--- config.mk ---
export PLATFORM = sky130hd
export DESIGN_NAME = kmsc_ctrl
export DESIGN_NICKNAME = d
export VERILOG_FILES = /design/src/sv/kruskal_max_spacing_clustering_top_defines.svh /design/src/sv/kmsc_pkg.sv /design/src/sv/kmsc_ctrl.sv
export SDC_FILE = /design/constraint.sdc
export NUM_CORES = 1
export LEC_CHECK = 0
export BUFFER_PORTS_ARGS = -buffer_cell sky130_fd_sc_hd__buf_2
export CAP_MARGIN = 20
export CELL_PAD_IN_SITES_DETAIL_PLACEMENT = 1
export CELL_PAD_IN_SITES_GLOBAL_PLACEMENT = 1
export CORE_UTILIZATION = 30
export DETAILED_ROUTE_END_ITERATION = 6
export PLACE_DENSITY = 0.74
export SLEW_MARGIN = 20
export SYNTH_ARGS = -nofsm -noshare
export SYNTH_HDL_FRONTEND = slang
export SYNTH_SLANG_ARGS = --single-unit
--- constraint.sdc ---
create_clock -name clock -period 1.22 [get_ports clock]
set_input_delay 0.183 -clock clock [delete_from_list [all_inputs] [get_ports clock]]
set_output_delay 0.183 -clock clock [all_outputs]
set_load 0.005 [all_outputs]
--- src/sv/kruskal_max_spacing_clustering_top_defines.svh ---
// ----------------------------------------------------------------------------
// kruskal max-spacing clustering: assertion macros
// Shared concurrent assertion forms, clocked on clock and disabled in reset.
// ----------------------------------------------------------------------------
`ifndef KRUSKAL_MAX_SPACING_CLUSTERING_TOP_DEFINES_SVH
`define KRUSKAL_MAX_SPACING_CLUSTERING_TOP_DEFINES_SVH

// property that holds at every clock edge
`define KMSC_ASSERT(label, prop, msg) \
   label: assert property (@(posedge clock) disable iff (reset) (prop)) \
      else $error(msg);

// consequent checked in the cycle after the antecedent
`define KMSC_ASSERT_NEXT(label, ante, cons, msg) \
   label: assert property (@(posedge clock) disable iff (reset) (ante) |=> (cons)) \
      else $error(msg);

`endif

--- src/sv/kmsc_pkg.sv ---
// ----------------------------------------------------------------------------
// kmsc_pkg
// Types, codes and constants shared by the clustering engine modules.
// ----------------------------------------------------------------------------
package kmsc_pkg;

   localparam int DEF_MAX_NODES = 1024;
   localparam int DEF_COST_BITS = 16;

   // configuration registers
   localparam int CFG_W          = 11;
   localparam int CSR_IDX_W      = 1;
   localparam int RST_NODE_COUNT = 1024;
   localparam int RST_TARGET     = 4;

   localparam logic [CSR_IDX_W-1:0] CSR_NODE_COUNT = 1'd0;
   localparam logic [CSR_IDX_W-1:0] CSR_TARGET     = 1'd1;

   // union-by-rank
   localparam int RANK_W = 4;
   localparam logic [RANK_W-1:0] RANK_MAX = 4'd15;

   // input action
   localparam logic ACT_START = 1'b0;

   // result status
   localparam int STATUS_W = 3;
   localparam logic [STATUS_W-1:0] STAT_SAME     = 3'd0;
   localparam logic [STATUS_W-1:0] STAT_MERGED   = 3'd1;
   localparam logic [STATUS_W-1:0] STAT_SPACING  = 3'd2;
   localparam logic [STATUS_W-1:0] STAT_FINISHED = 3'd3;
   localparam logic [STATUS_W-1:0] STAT_STARTED  = 3'd4;

   typedef struct packed {
      logic                take;        // latch the accepted word
      logic                start;       // load fresh-run state
      logic                clear;       // write one reset entry of the sweep
      logic                issue;       // read the endpoint of the current side
      logic                walk1;       // root search step
      logic                walk2;       // compression step
      logic                side;        // 0 endpoint a, 1 endpoint b
      logic                join_roots;  // link the two roots, drop the count
      logic                link_rank;   // raise the rank of root a
      logic                finish;      // record the spacing
      logic                load_rsp;    // fill the result register
      logic [STATUS_W-1:0] rsp_status;
   } dp_cmd_type;

   typedef struct packed {
      logic clear_done;
      logic walk_match;      // read parent equals the node read
      logic at_root;         // read parent equals the side's root
      logic roots_equal;
      logic rank_equal;
      logic target_reached;
      logic finished;
      logic range_bad;       // an endpoint of the offered word is out of range
      logic out_busy;        // result register holds an untaken word
   } dp_stat_type;

endpackage

--- src/sv/kmsc_ctrl.sv ---
// ----------------------------------------------------------------------------
// kmsc_ctrl
// Sequencer for the clustering engine: memory sweep, the two root walks with
// compression per endpoint, the join decision and result hand-off.
// ----------------------------------------------------------------------------
module kmsc_ctrl import kmsc_pkg::*; (
   input  logic        clock,
   input  logic        reset,
   input  logic        req_tvalid,
   input  logic        req_action,
   output logic        req_tready,
   input  dp_stat_type dp_stat,
   output dp_cmd_type  dp_cmd
);

   localparam logic [3:0] ST_CLEAR  = 4'd0;
   localparam logic [3:0] ST_IDLE   = 4'd1;
   localparam logic [3:0] ST_ISSUE1 = 4'd2;
   localparam logic [3:0] ST_WALK1  = 4'd3;
   localparam logic [3:0] ST_ISSUE2 = 4'd4;
   localparam logic [3:0] ST_WALK2  = 4'd5;
   localparam logic [3:0] ST_DECIDE = 4'd6;
   localparam logic [3:0] ST_LINK   = 4'd7;
   localparam logic [3:0] ST_RESP   = 4'd8;

   logic [3:0]          state_ff, state_in;
   logic                side_ff, side_in;
   logic                boot_ff, boot_in;
   logic [STATUS_W-1:0] code_ff, code_in;

   always_comb begin
      state_in          = state_ff;
      side_in           = side_ff;
      boot_in           = boot_ff;
      code_in           = code_ff;
      req_tready        = 1'b0;
      dp_cmd            = '0;
      dp_cmd.side       = side_ff;
      dp_cmd.rsp_status = code_ff;
      unique case (state_ff)
         ST_CLEAR: begin
            dp_cmd.clear = 1'b1;
            if (dp_stat.clear_done) begin
               boot_in  = 1'b0;
               // the sweep after reset gives no result word
               state_in = boot_ff ? ST_IDLE : ST_RESP;
            end
         end
         ST_IDLE: begin
            req_tready = 1'b1;
            if (req_tvalid) begin
               dp_cmd.take = 1'b1;
               priority if (req_action == ACT_START) begin
                  dp_cmd.start = 1'b1;
                  code_in      = STAT_STARTED;
                  state_in     = ST_CLEAR;
               end else if (dp_stat.finished) begin
                  code_in  = STAT_FINISHED;
                  state_in = ST_RESP;
               end else if (dp_stat.range_bad) begin
                  code_in  = STAT_SAME;
                  state_in = ST_RESP;
               end else begin
                  side_in  = 1'b0;
                  state_in = ST_ISSUE1;
               end
            end
         end
         ST_ISSUE1: begin
            dp_cmd.issue = 1'b1;
            state_in     = ST_WALK1;
         end
         ST_WALK1: begin
            dp_cmd.walk1 = 1'b1;
            if (dp_stat.walk_match) begin
               state_in = ST_ISSUE2;
            end
         end
         ST_ISSUE2: begin
            dp_cmd.issue = 1'b1;
            state_in     = ST_WALK2;
         end
         ST_WALK2: begin
            dp_cmd.walk2 = 1'b1;
            if (dp_stat.at_root) begin
               if (side_ff) begin
                  state_in = ST_DECIDE;
               end else begin
                  side_in  = 1'b1;
                  state_in = ST_ISSUE1;
               end
            end
         end
         ST_DECIDE: begin
            priority if (dp_stat.roots_equal) begin
               code_in  = STAT_SAME;
               state_in = ST_RESP;
            end else if (dp_stat.target_reached) begin
               dp_cmd.finish = 1'b1;
               code_in       = STAT_SPACING;
               state_in      = ST_RESP;
            end else begin
               dp_cmd.join_roots = 1'b1;
               code_in           = STAT_MERGED;
               state_in          = dp_stat.rank_equal ? ST_LINK : ST_RESP;
            end
         end
         ST_LINK: begin
            dp_cmd.link_rank = 1'b1;
            state_in         = ST_RESP;
         end
         ST_RESP: begin
            if (!dp_stat.out_busy) begin
               dp_cmd.load_rsp = 1'b1;
               state_in        = ST_IDLE;
            end
         end
         default: begin
            state_in = ST_IDLE;
         end
      endcase
   end

   always_ff @(posedge clock) begin
      if (reset) begin
         state_ff <= ST_CLEAR;
         side_ff  <= 1'b0;
         boot_ff  <= 1'b1;
         code_ff  <= STAT_SAME;
      end else begin
         state_ff <= state_in;
         side_ff  <= side_in;
         boot_ff  <= boot_in;
         code_ff  <= code_in;
      end
   end

endmodule

==> metrics.txt <==
Syn Nets 94; htree depth 1; setup tns final -7.20 ns; Root Buffer clkbuf_4; crit path max fanout 6; worst path arrival time around 1.8 ns; n_diodes 0; Setup WS pre-CTS -0.276 ns; Yosys cell types between 40 and 50; Finish-stage setup viols 20; Nets around 170; fin util a little under three quarters; Starting Density 31.8%; port buffer count 27; Avg WL per Cell between 20 and 30 um; drt first-iter violations 34; Leak ~0.00073 uW; largest net degree at the start of global routing 10; crit path capture code_ff[2]; DP Cell Count 150; flops & latches, synth 9; Sink Count 9; PnR worst setup slack -0.456 ns; Clk pin slew, worst setup/hold paths ~0.090 ns; Power Density around 2200 mW/mm2; P&R area growth vs syn 125%; critical path's top delay family buffers and inverters; critical path, cell by cell buf_6, nor4b_4, buf_4, buf_4, o211ai_1, a2bb2oi_1, nor3_1; metal3 WL roughly 310 um; Slew @ Worst Pin ~0.5 ns; status finished, violations left; max_slew headroom roughly two thirds; Worst setup EP type flop; RePlAce Congestion ~0.81; Remaining DRCs 0; r2r setup slk -0.46 ns; Async S/R FF share, synth 0%; DIE AREA around 0.0025 mm2; Final Cycle Share 137%; RSZ-0062 raised after global routing true; reg2reg end code_ff[2]; sequential cell area between 150 and 200 um2; GR Overflow Total 0; critical path data required time 1.39 ns; Multi-input gate area 629 um2; number of global-route vias before repair ~1200; WHS Path Cells 2; Post-synth top flop dfxtp_1; Clock Path Buffers 2; Slew Limit Fails 0; via count 1159; Final ANT Viol Nets 0; Worst path max stage delay 0.39 ns; row count 17; crit start category flop; top-level port count 28; fin cells between 150 and 200; Crit Path Category reg2reg; Core ar. 0.00221 mm2; cts hold-fix bufs 0; Worst R2R Path Depth 7; Mapped Area 704 um2; DIE HEIGHT about 50 um; Min Clock Period, post-route roughly 1.7 ns; CP Buf/Inv Count 3; final hold vios 0; first-pass GRT wire length around 6.6 mm; antenna violations before repair 0; mean number of vias per cell roughly 6; CP startpoint state_ff[3]; layout cell share with drive strength beyond 1 around 78%; Post-synth EDFFs 0; fillers 241; Post-DP HPWL 1.80 mm; clock skew just over 0.005 ns; drt pass-1 iters 4; CTS buffer count 3; Synth Instances slightly above 80; die width slightly above 50 um; TritonCTS clock tree done; Max Cap Violations 0; Reg2Reg Launch Point state_ff[3]; max frequency 597 MHz; CP dominant cell by count buf_4; violated checks setup timing; hold_ws approximately 0.22 ns; Mean Syn Cell Area between 8 and 9 um2; sequential share of the synthesized area about 26%; yosys warns 0; Routed WL around 5.4 mm; WL met2 ~2.6 mm; worst skew pair latency approximately 0.28 ns; Slowest-stage cell, CP dfxtp_4; highest metal used met4; total track usage 37.4%; worst vdd ir 1710 uV; M1 wire length roughly 1.9 mm; Stages on worst setup path 7; HP Class in2reg
==> registers in the layout, indices dropped and copies added, names as in the netlist <==
register  count
boot_ff       1
code_ff       3
side_ff       1
state_ff      4
==> per-layer routing <==
layer | global-route usage [%] | vias up
met5 | 0 | -
met4 | 18.1 | 0
met3 | 4.85 | 51
met2 | 67.8 | 72
met1 | 42.7 | 568
li1 | - | 468
==> final cells by class <==
type	count	area share (%)
flip-flops and latches	9	12.3
inverters	4	0.949
repair buffers	82	43.1
well taps	28	2.21
clock buffers	4	1.66
multi-input cells	61	39.8
==> worst min-delay path by stage <==
stage | start | to | slack (ns)
floorplan | dp_stat[8] | boot_ff | 0.34
global placement | dp_stat[8] | boot_ff | 0.46
detailed placement | dp_stat[8] | boot_ff | 0.47
CTS | dp_stat[8] | boot_ff | 0.19
global route | reset | state_ff[0] | 0.23
finish | reset | state_ff[0] | 0.22
==> cells in the final DEF (no fill, tap or decap), types with 2 or more instances in the layout <==
cell	n
buf_4	31
buf_6	27
buf_2	22
dfxtp_1	5
dfxtp_4	4
nand2_2	3
a31oi_1	3
nand2_1	3
clkbuf_4	3
nor3b_2	2
nor4_4	2
inv_2	2
nor2_4	2
inv_1	2
nor2b_4	2
o211ai_1	2
nor3b_1	2
nand3_1	2
a21oi_2	2
nand3_2	2
nand2b_1	2
a311oi_2	2
==> synth_stat cells (2+ instances only) <==
| cell type | n | share of area (%) |
|---|---|---|
| o211ai_1 | 2 | 2.1 |
| nand2_1 | 5 | 2.7 |
| inv_1 | 3 | 1.6 |
| nand3_1 | 4 | 2.8 |
| dfxtp_1 | 9 | 26 |
| a31oi_1 | 3 | 2.7 |
| a21oi_1 | 4 | 2.8 |
| nand2b_1 | 3 | 2.7 |
| buf_4 | 3 | 3.2 |
| nor4_1 | 2 | 1.8 |
| buf_6 | 2 | 3.2 |
| nor3_1 | 3 | 2.1 |
| nor2_1 | 3 | 1.6 |
| nor2b_1 | 2 | 1.8 |
| a311oi_1 | 2 | 2.5 |
| nor3b_1 | 3 | 3.2 |
==> where the power goes <==
part,leakage (uW),switching [uW],internal (uW),total [uW]
Sequential,0.0000763,152,389,541
Clock,0.0000150,155,127,282
Combinational,0.000642,1230,1490,2720
==> cells by family (layout without fill, tap and decap cells) <==
family | Yosys count | after routing | synth area share [%]
compound gates | 22 | 22 | 23.3
flops | 9 | 9 | 25.6
simple gates | 38 | 38 | 40.0
buf+inv | 11 | 90 | 9.77
mux | 1 | 1 | 1.42
==> timing repair <==
item | in CTS | in global routing
resized for setup | 57 | 20
setup endpoints to repair | 20 | 20
pin swaps | 20 | 16
buffers inserted | 28 | 8
cloned | 0 | 0
==> metrics by stage <==
step	area (um2)	total power, uW
2_1_floorplan	718	1190
3_3_place_gp	982	1600
3_5_place_dp	982	1640
4_1_cts	1440	2850
5_1_grt	1580	3630
6_report	1580	3540
Power figures use the tool's default switching activity.
